### config.mk
export PLATFORM = sky130hd
export DESIGN_NAME = gregorian_date_arithmetic_unit
export DESIGN_NICKNAME = d
export VERILOG_FILES = /design/src/sv/gda_pkg.sv /design/src/sv/gregorian_date_arithmetic_unit.sv /design/src/sv/gda_datapath.sv
export SDC_FILE = /design/constraint.sdc
export NUM_CORES = 1
export LEC_CHECK = 0
export ABC_AREA = 1
export BUFFER_PORTS_ARGS = -buffer_cell sky130_fd_sc_hd__buf_2
export CORE_AREA = 2 2 285 146
export DETAILED_ROUTE_END_ITERATION = 10
export DIE_AREA = 0 0 287 148
export PLACE_DENSITY = 0.68
export SLEW_MARGIN = 20
export SYNTH_ARGS = -nofsm -noshare
export SYNTH_HDL_FRONTEND = slang
export SYNTH_SLANG_ARGS = --single-unit
### constraint.sdc
create_clock -name clock -period 30.5 [get_ports clock]
set_input_delay 0 -clock clock [delete_from_list [all_inputs] [get_ports clock]]
set_output_delay 0 -clock clock [all_outputs]
set_load 0.02 [all_outputs]
### src/sv/gda_pkg.sv
// ----------------------------------------------------------------------------
// gda_pkg: shared types, constants and calendar helpers
// sequencer states, datapath control/status structs, stride tables, leap rule
// ----------------------------------------------------------------------------
package gda_pkg;

   localparam int YEAR_W     = 16;
   localparam int DIFF_LIMIT = 4194303;

   // floor(y / 100) for y < 2**16 as (y * RECIP100) >> RECIP_SHIFT
   localparam logic [16:0] RECIP100    = 17'd83887;
   localparam int          RECIP_SHIFT = 23;

   // 400-year, century, 4-year and 1-year strides
   localparam logic [17:0] STRIDE_DAYS  [4] = '{18'd146097, 18'd36524, 18'd1461, 18'd365};
   localparam logic [8:0]  STRIDE_YEARS [4] = '{9'd400, 9'd100, 9'd4, 9'd1};

   localparam logic [1:0] IDX_CENTURY = 2'd1;
   localparam logic [1:0] IDX_YEAR    = 2'd3;
   localparam logic [1:0] STRIDE_CAP  = 2'd3;

   localparam logic [3:0] MONTH_FEB = 4'd2;
   localparam logic [3:0] MONTH_APR = 4'd4;
   localparam logic [3:0] MONTH_JUN = 4'd6;
   localparam logic [3:0] MONTH_SEP = 4'd9;
   localparam logic [3:0] MONTH_NOV = 4'd11;
   localparam logic [3:0] MONTH_DEC = 4'd12;

   typedef enum logic [3:0] {
      ST_IDLE,
      ST_LOAD,
      ST_TYEAR,
      ST_TMON,
      ST_TDAY,
      ST_DIFF,
      ST_MOVE,
      ST_CLIPLO,
      ST_CLIPHI,
      ST_FYEAR,
      ST_FLEAP,
      ST_FMON,
      ST_DONE
   } state_type;

   typedef enum logic {
      OPA_ACC,
      OPA_SA
   } opa_sel_type;

   typedef enum logic {
      OPB_EXT,
      OPB_SB
   } opb_sel_type;

   typedef enum logic [1:0] {
      ACC_HOLD,
      ACC_RES,
      ACC_EXT
   } acc_mode_type;

   typedef struct packed {
      opa_sel_type  opa_sel;
      opb_sel_type  opb_sel;
      logic         sub;
      acc_mode_type acc_mode;
      logic         sa_we;
      logic         sb_we;
   } dp_ctrl_type;

   typedef struct packed {
      logic res_neg;
      logic res_zero;
   } dp_status_type;

   // gregorian leap rule without a divider
   function automatic logic is_leap(input logic [YEAR_W-1:0] y);
      logic [32:0]       prod;
      logic [9:0]        q;
      logic [YEAR_W-1:0] r;
      prod = {17'b0, y} * {16'b0, RECIP100};
      q    = prod[RECIP_SHIFT +: 10];
      r    = y - YEAR_W'({6'b0, q} * 16'd100);
      return (y[1:0] == 2'd0) && ((r != '0) || (q[1:0] == 2'd0));
   endfunction

   function automatic logic [4:0] month_len(input logic leap, input logic [3:0] m);
      logic [4:0] len;
      unique case (m)
         MONTH_FEB: len = leap ? 5'd29 : 5'd28;
         MONTH_APR, MONTH_JUN, MONTH_SEP, MONTH_NOV: len = 5'd30;
         default: len = 5'd31;
      endcase
      return len;
   endfunction

endpackage

### src/sv/gregorian_date_arithmetic_unit.sv
// ----------------------------------------------------------------------------
// gregorian_date_arithmetic_unit: date move and day-difference engine
// proleptic gregorian calendar, years 1 to MAX_YEAR, one shared adder
// ----------------------------------------------------------------------------
// Each request carries dates A and B and a signed day offset. Kind 0 moves A
// by the offset and returns the new date; kind 1 returns the signed day count
// A minus B. Both report whether A is later than or equal to B. Input dates
// are clamped field by field first; a moved date outside 0001-01-01 to
// MAX_YEAR-12-31 saturates to the limit and raises out_of_range. One request
// is in work at a time: req_tready is high only while the sequencer idles,
// and a finished result waits in the output register, so the next request is
// taken while the previous response is still pending. Every step runs through
// a single add/subtract unit: each date goes to a day serial by 400-year,
// century, 4-year and 1-year strides and then month by month, and a moved
// serial is taken back apart the same way, one stride or one month per step.
// Once the output register is free the result is loaded into it and the
// sequencer returns to idle, where it takes the next transfer.
// ----------------------------------------------------------------------------
module gregorian_date_arithmetic_unit #(
   parameter int MAX_YEAR = 9999
) (
   input  logic        clock,
   input  logic        reset,
   // request channel
   input  logic        req_tvalid,
   output logic        req_tready,
   // a_year[13:0] a_month[17:14] a_day[22:18] b_year[36:23] b_month[40:37]
   // b_day[45:41] offset[68:46] zero[71:69]
   input  logic [71:0] req_tdata,
   // kind[0]
   input  logic        req_tuser,
   // response channel
   output logic        rsp_tvalid,
   input  logic        rsp_tready,
   // r_year[13:0] r_month[17:14] r_day[22:18] days_between[45:23]
   // a_greater[46] a_equal[47] out_of_range[48] zero[55:49]
   output logic [55:0] rsp_tdata
);

   localparam int YW = gda_pkg::YEAR_W;

   // serial width covers the top serial plus the largest offset, signed
   localparam int SER_W = $clog2(MAX_YEAR * 366 + 4194304) + 1;

   // serial of MAX_YEAR-12-31, with 0001-01-01 as zero
   localparam int TOP_SERIAL =
      MAX_YEAR * 365 + MAX_YEAR / 4 - MAX_YEAR / 100 + MAX_YEAR / 400 - 1;

   localparam logic [SER_W-1:0] TOP_S  = SER_W'(TOP_SERIAL);
   localparam logic [SER_W-1:0] LIM_S  = SER_W'(gda_pkg::DIFF_LIMIT);
   localparam logic [SER_W-1:0] NLIM_S = SER_W'(-gda_pkg::DIFF_LIMIT);
   localparam logic [YW-1:0]    MAXY   = YW'(MAX_YEAR);

   // sequencer and working registers
   gda_pkg::state_type state_ff, state_in;
   logic [1:0]    idx_ff, idx_in;     // stride select
   logic [1:0]    cnt_ff, cnt_in;     // strides taken at century/year level
   logic [YW-1:0] y_ff, y_in;         // elapsed years, then result year
   logic [3:0]    m_ff, m_in;         // month walker
   logic [3:0]    mlim_ff, mlim_in;   // clamped month of the date in work
   logic [4:0]    d_ff, d_in;         // clamped day of the date in work
   logic          leap_ff, leap_in;
   logic          sel_b_ff, sel_b_in; // date B in work
   logic          oor_ff, oor_in;
   logic          gt_ff, gt_in;
   logic          eq_ff, eq_in;

   // captured request
   logic [68:0] raw_ff;
   logic        kind_ff;

   // response register
   logic        rsp_valid_ff;
   logic [55:0] rsp_data_ff;
   logic        out_load;

   logic        accept;

   // shared unit interface
   gda_pkg::dp_ctrl_type   ctrl;
   gda_pkg::dp_status_type status;
   logic [SER_W-1:0]       operand;
   logic [SER_W-1:0]       acc;

   // clamped fields of the date in work
   logic [13:0]   raw_year;
   logic [3:0]    raw_month;
   logic [4:0]    raw_day;
   logic [YW-1:0] year_x;
   logic [YW-1:0] year_c;
   logic [3:0]    month_c;
   logic [4:0]    len_c;
   logic [4:0]    day_c;
   logic [YW-1:0] leap_year;
   logic          leap_now;

   // stride helpers
   logic [YW-1:0]    stride_years;
   logic [SER_W-1:0] stride_days;
   logic             y_ge;
   logic             stride_cap;

   // response fields
   logic [13:0] ry_f;
   logic [3:0]  rm_f;
   logic [4:0]  rd_f;
   logic [22:0] diff_f;

   assign accept     = req_tvalid && req_tready;
   assign req_tready = (state_ff == gda_pkg::ST_IDLE);

   // clamp of the selected input date
   always_comb begin
      raw_year  = sel_b_ff ? raw_ff[36:23] : raw_ff[13:0];
      raw_month = sel_b_ff ? raw_ff[40:37] : raw_ff[17:14];
      raw_day   = sel_b_ff ? raw_ff[45:41] : raw_ff[22:18];
      year_x    = {2'b0, raw_year};

      if (year_x == '0) begin
         year_c = YW'(1);
      end else if (year_x > MAXY) begin
         year_c = MAXY;
      end else begin
         year_c = year_x;
      end

      if (raw_month == 4'd0) begin
         month_c = 4'd1;
      end else if (raw_month > gda_pkg::MONTH_DEC) begin
         month_c = gda_pkg::MONTH_DEC;
      end else begin
         month_c = raw_month;
      end

      // one leap evaluator, shared by load and year recovery
      leap_year = (state_ff == gda_pkg::ST_FLEAP) ? y_ff : year_c;
      leap_now  = gda_pkg::is_leap(leap_year);

      len_c = gda_pkg::month_len(leap_now, month_c);
      if (raw_day == 5'd0) begin
         day_c = 5'd1;
      end else if (raw_day > len_c) begin
         day_c = len_c;
      end else begin
         day_c = raw_day;
      end
   end

   assign stride_years = {7'b0, gda_pkg::STRIDE_YEARS[idx_ff]};
   assign stride_days  = SER_W'(gda_pkg::STRIDE_DAYS[idx_ff]);
   assign y_ge         = (y_ff >= stride_years);
   // at most three centuries per 400-year span and three plain years per 4-year span
   assign stride_cap   = ((idx_ff == gda_pkg::IDX_CENTURY) || (idx_ff == gda_pkg::IDX_YEAR))
                         && (cnt_ff == gda_pkg::STRIDE_CAP);

   // sequencer: next state and shared-unit control
   always_comb begin
      state_in = state_ff;
      idx_in   = idx_ff;
      cnt_in   = cnt_ff;
      y_in     = y_ff;
      m_in     = m_ff;
      mlim_in  = mlim_ff;
      d_in     = d_ff;
      leap_in  = leap_ff;
      sel_b_in = sel_b_ff;
      oor_in   = oor_ff;
      gt_in    = gt_ff;
      eq_in    = eq_ff;
      out_load = 1'b0;
      operand  = '0;
      ctrl     = '{opa_sel:  gda_pkg::OPA_ACC,
                   opb_sel:  gda_pkg::OPB_EXT,
                   sub:      1'b0,
                   acc_mode: gda_pkg::ACC_HOLD,
                   sa_we:    1'b0,
                   sb_we:    1'b0};

      unique case (state_ff)
         gda_pkg::ST_IDLE: begin
            if (req_tvalid) begin
               sel_b_in = 1'b0;
               oor_in   = 1'b0;
               state_in = gda_pkg::ST_LOAD;
            end
         end

         // clamp the date in work, clear the accumulator
         gda_pkg::ST_LOAD: begin
            y_in          = year_c - YW'(1);
            mlim_in       = month_c;
            d_in          = day_c;
            leap_in       = leap_now;
            idx_in        = 2'd0;
            ctrl.acc_mode = gda_pkg::ACC_EXT;
            state_in      = gda_pkg::ST_TYEAR;
         end

         // elapsed years to days, largest stride first
         gda_pkg::ST_TYEAR: begin
            operand = stride_days;
            if (y_ge) begin
               ctrl.acc_mode = gda_pkg::ACC_RES;
               y_in          = y_ff - stride_years;
            end else if (idx_ff == gda_pkg::IDX_YEAR) begin
               m_in     = 4'd1;
               state_in = gda_pkg::ST_TMON;
            end else begin
               idx_in = idx_ff + 2'd1;
            end
         end

         // whole months before the date's month
         gda_pkg::ST_TMON: begin
            operand = SER_W'(gda_pkg::month_len(leap_ff, m_ff));
            if (m_ff < mlim_ff) begin
               ctrl.acc_mode = gda_pkg::ACC_RES;
               m_in          = m_ff + 4'd1;
            end else begin
               state_in = gda_pkg::ST_TDAY;
            end
         end

         gda_pkg::ST_TDAY: begin
            operand = SER_W'(d_ff - 5'd1);
            if (sel_b_ff) begin
               ctrl.sb_we = 1'b1;
               state_in   = gda_pkg::ST_DIFF;
            end else begin
               ctrl.sa_we = 1'b1;
               sel_b_in   = 1'b1;
               state_in   = gda_pkg::ST_LOAD;
            end
         end

         // serial A minus serial B: order flags, and the count for kind 1
         gda_pkg::ST_DIFF: begin
            ctrl.opa_sel = gda_pkg::OPA_SA;
            ctrl.opb_sel = gda_pkg::OPB_SB;
            ctrl.sub     = 1'b1;
            gt_in        = !status.res_neg && !status.res_zero;
            eq_in        = status.res_zero;
            if (kind_ff) begin
               ctrl.acc_mode = gda_pkg::ACC_RES;
               state_in      = gda_pkg::ST_CLIPLO;
            end else begin
               state_in = gda_pkg::ST_MOVE;
            end
         end

         gda_pkg::ST_MOVE: begin
            ctrl.opa_sel  = gda_pkg::OPA_SA;
            operand       = SER_W'($signed(raw_ff[68:46]));
            ctrl.acc_mode = gda_pkg::ACC_RES;
            state_in      = gda_pkg::ST_CLIPLO;
         end

         // saturate against the lower limit
         gda_pkg::ST_CLIPLO: begin
            operand  = kind_ff ? NLIM_S : '0;
            ctrl.sub = 1'b1;
            y_in     = YW'(1);
            idx_in   = 2'd0;
            cnt_in   = 2'd0;
            if (status.res_neg) begin
               ctrl.acc_mode = gda_pkg::ACC_EXT;
               oor_in        = 1'b1;
               state_in      = kind_ff ? gda_pkg::ST_DONE : gda_pkg::ST_FYEAR;
            end else begin
               state_in = gda_pkg::ST_CLIPHI;
            end
         end

         // saturate against the upper limit
         gda_pkg::ST_CLIPHI: begin
            operand  = kind_ff ? LIM_S : TOP_S;
            ctrl.sub = 1'b1;
            if (!status.res_neg && !status.res_zero) begin
               ctrl.acc_mode = gda_pkg::ACC_EXT;
               oor_in        = 1'b1;
            end
            state_in = kind_ff ? gda_pkg::ST_DONE : gda_pkg::ST_FYEAR;
         end

         // peel strides off the serial to recover the year
         gda_pkg::ST_FYEAR: begin
            operand  = stride_days;
            ctrl.sub = 1'b1;
            if (!status.res_neg && !stride_cap) begin
               ctrl.acc_mode = gda_pkg::ACC_RES;
               y_in          = y_ff + stride_years;
               cnt_in        = cnt_ff + 2'd1;
            end else if (idx_ff == gda_pkg::IDX_YEAR) begin
               state_in = gda_pkg::ST_FLEAP;
            end else begin
               idx_in = idx_ff + 2'd1;
               cnt_in = 2'd0;
            end
         end

         gda_pkg::ST_FLEAP: begin
            leap_in  = leap_now;
            m_in     = 4'd1;
            state_in = gda_pkg::ST_FMON;
         end

         // peel whole months, what is left is the day
         gda_pkg::ST_FMON: begin
            operand  = SER_W'(gda_pkg::month_len(leap_ff, m_ff));
            ctrl.sub = 1'b1;
            if (!status.res_neg && (m_ff != gda_pkg::MONTH_DEC)) begin
               ctrl.acc_mode = gda_pkg::ACC_RES;
               m_in          = m_ff + 4'd1;
            end else begin
               state_in = gda_pkg::ST_DONE;
            end
         end

         // hand the result to the output register once it is free
         gda_pkg::ST_DONE: begin
            if (!rsp_valid_ff || rsp_tready) begin
               out_load = 1'b1;
               state_in = gda_pkg::ST_IDLE;
            end
         end

         default: begin
            state_in = gda_pkg::ST_IDLE;
         end
      endcase
   end

   gda_datapath #(
      .SER_W (SER_W)
   ) u_datapath (
      .clock   (clock),
      .ctrl    (ctrl),
      .operand (operand),
      .acc     (acc),
      .status  (status)
   );

   // response fields, unused ones read as zero
   always_comb begin
      if (kind_ff) begin
         ry_f   = 14'd0;
         rm_f   = 4'd0;
         rd_f   = 5'd0;
         diff_f = acc[22:0];
      end else begin
         ry_f   = y_ff[13:0];
         rm_f   = m_ff;
         rd_f   = acc[4:0] + 5'd1;
         diff_f = 23'd0;
      end
   end

   // control registers
   always_ff @(posedge clock) begin
      if (reset) begin
         state_ff     <= gda_pkg::ST_IDLE;
         rsp_valid_ff <= 1'b0;
      end else begin
         state_ff <= state_in;
         if (out_load) begin
            rsp_valid_ff <= 1'b1;
         end else if (rsp_tready) begin
            rsp_valid_ff <= 1'b0;
         end
      end
   end

   // working and payload registers
   always_ff @(posedge clock) begin
      idx_ff   <= idx_in;
      cnt_ff   <= cnt_in;
      y_ff     <= y_in;
      m_ff     <= m_in;
      mlim_ff  <= mlim_in;
      d_ff     <= d_in;
      leap_ff  <= leap_in;
      sel_b_ff <= sel_b_in;
      oor_ff   <= oor_in;
      gt_ff    <= gt_in;
      eq_ff    <= eq_in;
      if (accept) begin
         raw_ff  <= req_tdata[68:0];
         kind_ff <= req_tuser;
      end
      if (out_load) begin
         rsp_data_ff <= {7'b0, oor_ff, eq_ff, gt_ff, diff_f, rd_f, rm_f, ry_f};
      end
   end

   assign rsp_tvalid = rsp_valid_ff;
   assign rsp_tdata  = rsp_data_ff;

endmodule

### src/sv/gda_datapath.sv
// ----------------------------------------------------------------------------
// gda_datapath: shared add/subtract unit with serial accumulator
// one adder serves every stride, month, offset and limit step
// ----------------------------------------------------------------------------
module gda_datapath #(
   parameter int SER_W = 24
) (
   input  logic                  clock,
   input  gda_pkg::dp_ctrl_type  ctrl,
   input  logic [SER_W-1:0]      operand,
   output logic [SER_W-1:0]      acc,
   output gda_pkg::dp_status_type status
);

   logic [SER_W-1:0] acc_ff, acc_in;
   logic [SER_W-1:0] sa_ff, sa_in;
   logic [SER_W-1:0] sb_ff, sb_in;
   logic [SER_W-1:0] opa, opb, res;

   always_comb begin
      unique case (ctrl.opa_sel)
         gda_pkg::OPA_SA:  opa = sa_ff;
         default:          opa = acc_ff;
      endcase
      unique case (ctrl.opb_sel)
         gda_pkg::OPB_SB:  opb = sb_ff;
         default:          opb = operand;
      endcase
      res = ctrl.sub ? (opa - opb) : (opa + opb);

      unique case (ctrl.acc_mode)
         gda_pkg::ACC_RES: acc_in = res;
         gda_pkg::ACC_EXT: acc_in = operand;
         default:          acc_in = acc_ff;
      endcase
      sa_in = ctrl.sa_we ? res : sa_ff;
      sb_in = ctrl.sb_we ? res : sb_ff;
   end

   always_ff @(posedge clock) begin
      acc_ff <= acc_in;
      sa_ff  <= sa_in;
      sb_ff  <= sb_in;
   end

   assign acc             = acc_ff;
   assign status.res_neg  = res[SER_W-1];
   assign status.res_zero = (res == '0);

endmodule

==> results_dict.tcl, run 1 <==
set metrics [dict create \
    fin_tns_setup_ns 0 \
    setup_viol 0 \
    cts_inserted_buffers 23 \
    finalWirelength_mm 58.31 \
    max_slew.worst_pin.slew_ns 1.216 \
    critical_register_to_register_path_endpoint "d_ff[0]$_SDFFCE_PN1P_" \
    critical_path.slowest_cell "sky130_fd_sc_hd__o21ai_0" \
    slew_headroom 0.1838 \
    clock-root-buffer "sky130_fd_sc_hd__clkbuf_16" \
    floorplan.rows 52 \
    sequential_to_total_area_share_from_yosys_stat 0.3514 \
    clkSlewWorstSetupHoldPaths_ns 0.07 \
    ys_async_sr_fraction 0 \
    grt_first_pass_wirelength_mm 88.24 \
    outcome "finished clean" \
    antennaDiodeCount 0 \
    worstRegToRegCells 58 \
    fmaxAchievable_mhz 71.95 \
    cts-htree-levels 1 \
    critical_path.endpoint_type "flop" \
    area_delta_synth_final_pct 14.10 \
    pin_count_of_the_biggest_net_entering_global_routing 50 \
    groute.usage.overall 0.2749 \
    vias 16400 \
    synth.cells.most_frequent "435 x sky130_fd_sc_hd__inv_1, 400 x sky130_fd_sc_hd__nand2_1, 239 x sky130_fd_sc_hd__ha_1, 229 x sky130_fd_sc_hd__edfxtp_1, 182 x sky130_fd_sc_hd__nor2_1" \
    synthDominantAreaCellType "sky130_fd_sc_hd__edfxtp_1" \
    maximum_clock_path_buffer_count 3 \
    antenna_found_initial 1 \
    placed_area_um2 21160 \
    ys.warnings.count 0 \
    register_bit_count_reported_by_yosys 234 \
    nNetsFinal 2876 \
    tritoncts_clock_tree "done" \
    crit_arrival_ns 14.20 \
    slew_violations 0 \
    critical_path.startpoint_type "flop" \
    rsz_0062_raised_after_global_routing "false" \
    critPathRequiredTime_ns 30.80 \
    cts.sinks 234 \
    dr.pass1.iters 6 \
    clk_latency_ns 0.54 \
    post-route-min-period_ns 13.90 \
    critical-path-top-cell-by-count "sky130_fd_sc_hd__inv_1" \
    die_area_um2 42480 \
    globalRoute.totalOverflow 0 \
    finalCoreUtilization 0.5672 \
    drive_above_1_share 0.1090 \
    yosys.cell_count.top_type "sky130_fd_sc_hd__inv_1" \
    regToRegSetupSlack_ns 16.60 \
    avgSynthCellArea_um2 8.821 \
    routedWlPerCell_um 19.33 \
    setup.worst_path.class "reg2reg" \
    gpl.final_weighted_congestion 0.9998 \
    port-buffer-count 124 \
    report.final.hold_viol_count 0 \
    ys_dominant_reg_cell "sky130_fd_sc_hd__edfxtp_1" \
    number_of_global_route_vias_before_repair 15220 \
    post_synth_inst_count 2251 \
    worst_setup_path_startpoint "sel_b_ff$_DFFE_PP_" \
    die_width_um 287 \
    die_height_um 148 \
    regToRegStartpoint "sel_b_ff$_DFFE_PP_" \
    drt.antenna.violating_nets 0 \
    vias_per_cell 5.435 \
    critical-path-max-stage-delay_ns 0.68 \
    synthDistinctLibCells 65 \
    post_synth_main_area_contributors "sky130_fd_sc_hd__edfxtp_1 35%, sky130_fd_sc_hd__ha_1 15%, sky130_fd_sc_hd__fa_1 10%, sky130_fd_sc_hd__inv_1 8.2%, sky130_fd_sc_hd__nand2_1 7.6%" \
    post_cts.repair.setup_buffers 0 \
    critical_path.endpoint "d_ff[0]$_SDFFCE_PN1P_" \
    timing.final.crit_share 0.4557 \
    fin_skew_ns 0.01638 \
    maxCapViolations 0 \
    remaining_drc_errors 0 \
    detailedPlacementHpwl_mm 46.45 \
    hold_path_class "in2reg" \
    placeableCoreArea_um2 39950 \
    critPathMaxFanout 31 \
    synth_top_area_share 0.3463 \
    initial_standard_cell_utilization_of_the_core 0.4971 \
    number_of_enable_flip_flop_cells_after_synthesis 229 \
    drt_iter0_drcs 1963 \
    io_pins 135 \
    finalInstanceArea_um2 22660 \
    syn_area_um2 19860 \
]
-- per-layer routing --
layer | vias to the layer above | GRT usage | share of wire
met4 | 4 | 0.04245 | 0.015
li1 | 7779 | - | -
met2 | 907 | 0.3320 | 0.35
met5 | - | 0.01250 | 0.0016
met3 | 68 | 0.1103 | 0.16
met1 | 7640 | 0.4465 | 0.48
-- cell families after synthesis --
| logic type | count (synthesis) | synth area share |
|---|---|---|
| simple gates | 772 | 0.1688 |
| buf+inv | 497 | 0.09729 |
| fa+ha+maj | 339 | 0.2514 |
| compound gates | 326 | 0.09445 |
| flops | 234 | 0.3514 |
| xor+xnor | 77 | 0.03396 |
| mux | 5 | 0.002521 |
| other cells | 1 | 0.0001889 |
-- flip-flops by register name, indices dropped and copies added (netlist names), 4 cells and up --
name              count
d_ff                  5
m_ff                  4
mlim_ff               4
raw_ff               69
rsp_tdata            49
state_ff              4
u_datapath.acc       24
u_datapath.sa_ff     24
u_datapath.sb_ff     24
y_ff                 16
-- critical path: cells and delay by family, from the launching register on --
kind | cells | cell delay [ns]
xor gates and xnor gates | 2 | 0.49
DFF | 1 | 0.35
and+or+nand+nor | 17 | 2.06
AOI/OAI and AO/OA | 16 | 3.88
adders and majority gates | 13 | 5.40
buffers and inverters | 10 | 1.41
-- worst min-delay path by stage --
stage	startpoint	end	slack [ns]	cells after the start
floorplan	reset	state_ff[0]$_SDFFE_PP0P_	0.07	1
global placement	req_tdata[16]	raw_ff[16]$_DFFE_PP_	0.18	1
detailed placement	req_tdata[35]	raw_ff[35]$_DFFE_PP_	0.18	1
CTS	req_tdata[5]	raw_ff[5]$_DFFE_PP_	0.14	2
global route	req_tdata[5]	raw_ff[5]$_DFFE_PP_	0.16	2
finish	req_tdata[67]	raw_ff[67]$_DFFE_PP_	0.17	2
-- through the flow --
step / setup slack [ns] / hold slack [ns] / std cells
detailed placement: 17.01 / 0.1781 / 2901
floorplan: 19.23 / 0.06907 / 2257
global route: 15.66 / 0.1568 / 3017
global placement: 17.11 / 0.1762 / 2901
finish: 16.60 / 0.1671 / 3017
CTS: 16.95 / 0.1399 / 3016
-- layout by cell type (no fill, tap or decap), types with 5 or more instances in the layout --
cell type                       Yosys  final
sky130_fd_sc_hd__clkinv_1           2      5
sky130_fd_sc_hd__nand4_1           15     15
sky130_fd_sc_hd__o21bai_1           9      9
sky130_fd_sc_hd__nor2_2            10     12
sky130_fd_sc_hd__o21ai_0          101    100
sky130_fd_sc_hd__fa_1             100    100
sky130_fd_sc_hd__nand2_2           19     19
sky130_fd_sc_hd__a211oi_1           5      5
sky130_fd_sc_hd__nor3_1            23     22
sky130_fd_sc_hd__a31oi_1            9      9
sky130_fd_sc_hd__conb_1             1      7
sky130_fd_sc_hd__xnor2_1           22     22
sky130_fd_sc_hd__clkbuf_16          0     23
sky130_fd_sc_hd__ha_1             239    239
sky130_fd_sc_hd__a21o_1             7      7
sky130_fd_sc_hd__a21oi_1          129    129
sky130_fd_sc_hd__dlygate4sd3_1      0     73
sky130_fd_sc_hd__o21ai_1            9     10
sky130_fd_sc_hd__inv_1            435    435
sky130_fd_sc_hd__o2111ai_1          5      5
sky130_fd_sc_hd__nand2_1          400    400
sky130_fd_sc_hd__nor4_1            18     17
sky130_fd_sc_hd__nand3_1           73     73
sky130_fd_sc_hd__nor2_4             2      5
sky130_fd_sc_hd__dfxtp_1            5      5
sky130_fd_sc_hd__inv_2             18     18
sky130_fd_sc_hd__o21a_1             6      6
sky130_fd_sc_hd__buf_2              4    124
sky130_fd_sc_hd__edfxtp_1         229    229
sky130_fd_sc_hd__clkinv_2           2      5
sky130_fd_sc_hd__buf_4              9     19
sky130_fd_sc_hd__xor2_1            55     55
sky130_fd_sc_hd__mux2i_1            5      5
sky130_fd_sc_hd__nor2_1           182    177
sky130_fd_sc_hd__o211ai_1          11     11
sky130_fd_sc_hd__or2_2             12     12
-- final cells by class --
cell class / instances / area, um^2
inverters: 458 / 1724
well taps: 540 / 675.6
repair buffers: 217 / 1501
clock inverters: 16 / 176.4
clock buffers: 26 / 586.8
multi-input cells: 1526 / 11020
flip-flops and latches: 234 / 6977
fillers: 3505 / 17290
-- repair_timing --
item,CTS,global route
setup endpoints to repair,0,0
hold buffers,73,0
resized for setup,0,0
hold endpoints to repair,76,0
Power of run 1 is left out: the tool's default activity adds up to more than one toggle a clock period on the data nets, which glitch-free logic cannot reach.
==> inputs of run 2 (changes only) <==
- ABC_AREA: 1 -> 0
- CORE_AREA: 2 2 285 146 -> 2 2 289 148
- DIE_AREA: 0 0 287 148 -> 0 0 291 150
- PLACE_DENSITY: 0.68 -> 0.7
- clock period: 30.5 -> 12.3 ns (I/O delays scaled with it)
==> run 2 against run 1 <==
Net effect:
- final cell count is 0.17% lower
- register-to-register slack got worse by 17 ns
- design area increased by 14%
- the flow now finishes with violations (negative setup slack)
- critical path depth shrank 4
- largest cell class unchanged
- setup slack lost 17 ns
- sequential cell count is the same
- die area increased by 2.8%
- fmax grew 8.1%
- non-clock buffer count increased by 280
- synthesized cell count is 12% lower
- clock skew rose by 0.030 ns
- highest routed layer unchanged
- first-iteration DRC count is 11% higher
==> results_dict.tcl, run 2 <==
set metrics [dict create \
    synth_top_area_share 0.3385 \
    place_inst 2867 \
    gpl.final_weighted_congestion 1.034 \
    largest-register "raw_ff" \
    die_width_um 291 \
    die_area_um2 43650 \
    most-common-layout-cells "292 x sky130_fd_sc_hd__buf_4, 229 x sky130_fd_sc_hd__edfxtp_1, 228 x sky130_fd_sc_hd__inv_1" \
    fin_skew_ns 0.04684 \
    pre_cts_ws_ns -0.9955 \
    sequential_to_total_area_share_from_yosys_stat 0.3434 \
    post_synth_main_area_contributors "sky130_fd_sc_hd__edfxtp_1 34%, sky130_fd_sc_hd__ha_1 15%, sky130_fd_sc_hd__fa_1 9.9%, sky130_fd_sc_hd__inv_1 4.5%, sky130_fd_sc_hd__nor2_1 2.3%" \
    die_height_um 150 \
    ys_async_sr_fraction 0 \
    hold_path_class "in2reg" \
    floorplan.rows 53 \
    clk_latency_ns 0.58 \
    critical-path-top-cell-by-count "sky130_fd_sc_hd__fa_1" \
    clock-root-buffer "sky130_fd_sc_hd__clkbuf_16" \
    regToRegSetupSlack_ns -0.56 \
    area_delta_synth_final_pct 27.43 \
    routedWlPerCell_um 23.21 \
    setup.worst_path.class "reg2reg" \
    finalInstanceArea_um2 25890 \
    rsz_0062_raised_after_global_routing "true" \
    drt.antenna.violating_nets 0 \
    ys_dominant_reg_cell "sky130_fd_sc_hd__edfxtp_1" \
    drt_iter0_drcs 2173 \
    report.final.hold_viol_count 0 \
    maxCapViolations 0 \
    post_synth_inst_count 1991 \
    number_of_global_route_vias_before_repair 17170 \
    cts.sinks 234 \
    slew_violations 0 \
    vias_per_cell 5.905 \
    timing.final.crit_share 1.045 \
    clkSlewWorstSetupHoldPaths_ns 0.07 \
    port-buffer-count 124 \
    layout.cells.most_common "sky130_fd_sc_hd__buf_4" \
    dr.pass1.iters 5 \
    outcome "finished with violations" \
    placeableCoreArea_um2 41310 \
    finalWirelength_mm 69.90 \
    avgSynthCellArea_um2 10.20 \
    critical-path-max-stage-delay_ns 0.55 \
    nFillCells 3327 \
    critPathRequiredTime_ns 12.62 \
    register_bit_count_reported_by_yosys 234 \
    syn_area_um2 20310 \
    critPathMaxFanout 5 \
    nNetsFinal 2862 \
    yosys.cell_count.top_type "sky130_fd_sc_hd__inv_1" \
    critical_path.slowest_cell "sky130_fd_sc_hd__fa_1" \
    antenna_found_initial 2 \
    crit_arrival_ns 13.18 \
    synth.cells.most_frequent "242 x sky130_fd_sc_hd__inv_1, 239 x sky130_fd_sc_hd__ha_1, 229 x sky130_fd_sc_hd__edfxtp_1, 123 x sky130_fd_sc_hd__nor2_1, 120 x sky130_fd_sc_hd__nand2_1" \
    largest_register_ff_count 69 \
    io_pins 135 \
    finalNonFillerCells 3012 \
    cts_inserted_buffers 23 \
    tritoncts_clock_tree "done" \
    remaining_drc_errors 0 \
    initial_standard_cell_utilization_of_the_core 0.4917 \
    setup_viol 2 \
    synthDistinctLibCells 102 \
    post-route-min-period_ns 12.86 \
    grt_first_pass_wirelength_mm 104.7 \
    groute.usage.overall 0.3202 \
    max_slew.worst_pin.slew_ns 1.104 \
    vias 17790 \
    critical_path.endpoint_type "flop" \
    violations "negative setup slack" \
    ys.warnings.count 0 \
    slew_headroom 0.2624 \
    synthDominantAreaCellType "sky130_fd_sc_hd__edfxtp_1" \
    drive_above_1_share 0.2637 \
    pin_count_of_the_biggest_net_entering_global_routing 55 \
    number_of_enable_flip_flop_cells_after_synthesis 229 \
    fmaxAchievable_mhz 77.78 \
    detailedPlacementHpwl_mm 54.80 \
    globalRoute.totalOverflow 0 \
    maximum_clock_path_buffer_count 3 \
    placed_area_um2 23560 \
    setup_ws_ns -0.5561 \
    cts-htree-levels 1 \
    critical_path.startpoint_type "flop" \
]
## run 2: worst max-delay path, delay by kind of cell, from the launching register on
kind / cells / cell delay, ns
XOR/XNOR: 1 / 0.14
buffers and inverters: 7 / 0.93
AND/OR/NAND/NOR: 16 / 2.38
flip-flops: 1 / 0.46
adder cells (fa/ha/maj): 12 / 4.94
AO/OA/AOI/OAI: 18 / 3.73
## run 2: area by class of cell
cell class	instances	area (um^2)	share of cell area
timing repair buffer	497	3642	0.1407
clock buffer	29	608.1	0.02349
inverter	247	927.1	0.03581
clock inverter	11	143.9	0.005558
multi-input combinational	1443	12900	0.4983
sequential	234	6977	0.2695
antenna	1	2.502	0.00009667
tap	550	688.2	0.02658
## run 2: cell families (layout without fill, tap and decap cells)
group / count (synthesis) / after routing / share of synthesized area
compound gates: 418 / 418 / 0.1432
other cells: 1 / 8 / 0.0001846
flops: 234 / 234 / 0.3434
xor+xnor: 84 / 84 / 0.03659
simple gates: 540 / 540 / 0.1389
buf+inv: 320 / 784 / 0.06301
mux: 53 / 53 / 0.02796
fa+ha+maj: 341 / 341 / 0.2467
## run 2: repair_timing
| action | 4_1_cts | 5_1_grt |
|---|---|---|
| buffers inserted | 17 | 16 |
| resized for setup | 76 | 49 |
| pin swaps | 70 | 55 |
| endpoints found under the hold margin | 77 | 0 |
| hold buffers | 73 | 0 |
| endpoints found under the setup margin | 3 | 3 |
## run 2: path summary, 6_finish.rpt
kind	start	to	depth (start not counted)
worst min-delay path	req_tdata[66]	raw_ff[66]$_DFFE_PP_	2
worst min register to register	eq_ff$_DFFE_PP_	rsp_tdata[47]$_DFFE_PP_	0
worst max register to register	raw_ff[3]$_DFFE_PP_	d_ff[0]$_SDFFCE_PN1P_	54
worst max-delay path	raw_ff[3]$_DFFE_PP_	d_ff[0]$_SDFFCE_PN1P_	54
## run 2: per-stage QoR
stage / setup TNS (ns) / utilization / hold WS [ns]
2_1_floorplan: 0 / - / 0.06786
3_5_place_dp: -1.863 / 0.5703 / 0.1781
5_1_grt: -2.016 / 0.6265 / 0.1353
4_1_cts: -0.3797 / 0.6180 / 0.1207
6_report: -0.9844 / 0.6266 / 0.1350
3_3_place_gp: -1.255 / 0.5703 / 0.1760
## run 2: per-layer routing
layer,GRT usage,vias to the layer above,share of wire
li1,-,8095,-
met2,0.3934,1007,0.35
met5,0.03437,-,0.0031
met4,0.04430,6,0.014
met3,0.1515,83,0.16
met1,0.4964,8595,0.47
Power of run 2 is left out for the same reason.
==> inputs of run 3 (changes only) <==
- TNS_END_PERCENT: not set -> 1
==> run 3 against run 2 <==
Net effect:
- routed wire length about the same
- clock-buffer cell count did not move
- hold slack gained 0.0011 ns
- sequential share of layout area barely moved
- clock skew down 0.0054 ns
- critical path depth is 1 higher
- die area did not move
- global-route usage hardly changed
- design area hardly changed
- final cell count about the same
- the run still ends with negative setup slack left
- utilization is essentially flat
- largest cell class unchanged
==> results_dict.tcl, run 3 (synthesized netlist as in run 2, its figures left out) <==
set metrics [dict create \
    fmaxAchievable_mhz 77.85 \
    area_delta_synth_final_pct 27.43 \
    antennaDiodeCount 0 \
    crit_cells 55 \
    outcome "finished with violations" \
    drive_above_1_share 0.2637 \
    globalRoute.totalOverflow 0 \
    placeableCoreArea_um2 41310 \
    vias 17860 \
    report.final.hold_viol_count 0 \
    antenna_found_initial 2 \
    maximum_clock_path_buffer_count 3 \
    critical_path.endpoint_type "flop" \
    largest-register "raw_ff" \
    violations "negative setup slack" \
    routedWlPerCell_um 23.19 \
    io_pins 135 \
    nNetsFinal 2862 \
    dr.pass1.iters 6 \
    drt.antenna.violating_nets 0 \
    detailedPlacementHpwl_mm 54.80 \
    grt_first_pass_wirelength_mm 104.8 \
    worstRegToRegCells 55 \
    die_width_um 291 \
    crit_family "adder cells" \
    critPathMaxFanout 5 \
    seq_area_um2 6977 \
    critical_path.startpoint_type "flop" \
    port-buffer-count 124 \
    fin_skew_ns 0.04141 \
    setup_ws_ns -0.5457 \
    tritoncts_clock_tree "done" \
    maxCapViolations 0 \
    pin_count_of_the_biggest_net_entering_global_routing 55 \
    critPathRequiredTime_ns 12.62 \
    floorplan.rows 53 \
    cts.sinks 234 \
    initial_standard_cell_utilization_of_the_core 0.4917 \
    most-common-layout-cells "291 x sky130_fd_sc_hd__buf_4, 229 x sky130_fd_sc_hd__edfxtp_1, 228 x sky130_fd_sc_hd__inv_1" \
    rsz_0062_raised_after_global_routing "true" \
    hold_slack_ns 0.1360 \
    critical_path_buf_inv_count 9 \
    critical-path-top-cell-by-count "sky130_fd_sc_hd__fa_1" \
    clk_latency_ns 0.57 \
    hold_path_class "in2reg" \
    number_of_global_route_vias_before_repair 17170 \
    slew_violations 0 \
    critical-path-max-stage-delay_ns 0.52 \
    finalCoreUtilization 0.6266 \
    vias_per_cell 5.930 \
    largest_register_ff_count 69 \
    setup_viol 2 \
    clock-root-buffer "sky130_fd_sc_hd__clkbuf_16" \
    placed_area_um2 23560 \
    cts_inserted_buffers 23 \
    nFillCells 3327 \
    cts-htree-levels 1 \
    gpl.final_weighted_congestion 1.034 \
    hold_path_depth 2 \
    crit_arrival_ns 13.17 \
    groute.usage.overall 0.3204 \
    multi_input_area_um2 12900 \
    layout.cells.most_common "sky130_fd_sc_hd__buf_4" \
    post-route-min-period_ns 12.85 \
    clkSlewWorstSetupHoldPaths_ns 0.07 \
    die_height_um 150 \
    drt_iter0_drcs 2049 \
    finalInstanceArea_um2 25890 \
    setup.worst_path.class "reg2reg" \
    slew_headroom 0.3234 \
    max_slew.worst_pin.slew_ns 1.006 \
    die_area_um2 43650 \
    remaining_drc_errors 0 \
    timing.final.crit_share 1.044 \
    finalWirelength_mm 69.83 \
    critical_path.slowest_cell "sky130_fd_sc_hd__fa_1" \
]
## run 3: layout make-up
class	count	area share
Multi-Input combinational cell	1443	0.4982
Timing Repair Buffer	497	0.1408
Inverter	247	0.03582
Clock buffer	29	0.02349
Clock inverter	11	0.005559
Tap cell	550	0.02658
Sequential cell	234	0.2695
## run 3: worst paths after layout
| check | start | end | slack, ns |
|---|---|---|---|
| worst max-delay path | raw_ff[3]$_DFFE_PP_ | d_ff[0]$_SDFFCE_PN1P_ | -0.55 |
| worst min-delay path | req_tdata[23] | raw_ff[23]$_DFFE_PP_ | 0.14 |
| worst max register to register | raw_ff[3]$_DFFE_PP_ | d_ff[0]$_SDFFCE_PN1P_ | -0.55 |
| worst min register to register | eq_ff$_DFFE_PP_ | rsp_tdata[47]$_DFFE_PP_ | 0.43 |
## run 3: routing by layer
metal,vias up,share of wire,GRT usage
met2,1032,0.35,0.3939
li1,8094,-,-
met1,8624,0.47,0.4965
met4,6,0.015,0.04430
met5,-,0.0031,0.03437
met3,99,0.16,0.1515
## run 3: through the flow
stage	setup WS (ns)	instances	TNS, ns
after global placement	-0.6714	2867	-1.255
after floorplan	0.001210	1997	0
after detailed placement	-0.9955	2867	-1.863
after global routing	-1.035	3011	-2.199
final	-0.5457	3011	-1.065
after CTS	-0.2547	2997	-0.4654
## run 3: what timing repair did
action                                  in CTS  in global routing
hold buffers                                73                  0
buffers inserted                            17                 14
cloned                                       0                  0
pin swaps                                   70                 55
endpoints found under the setup margin       3                  3
hold endpoints to repair                    77                  0
resized for setup                           77                 48
Power of run 3 is left out for the same reason.
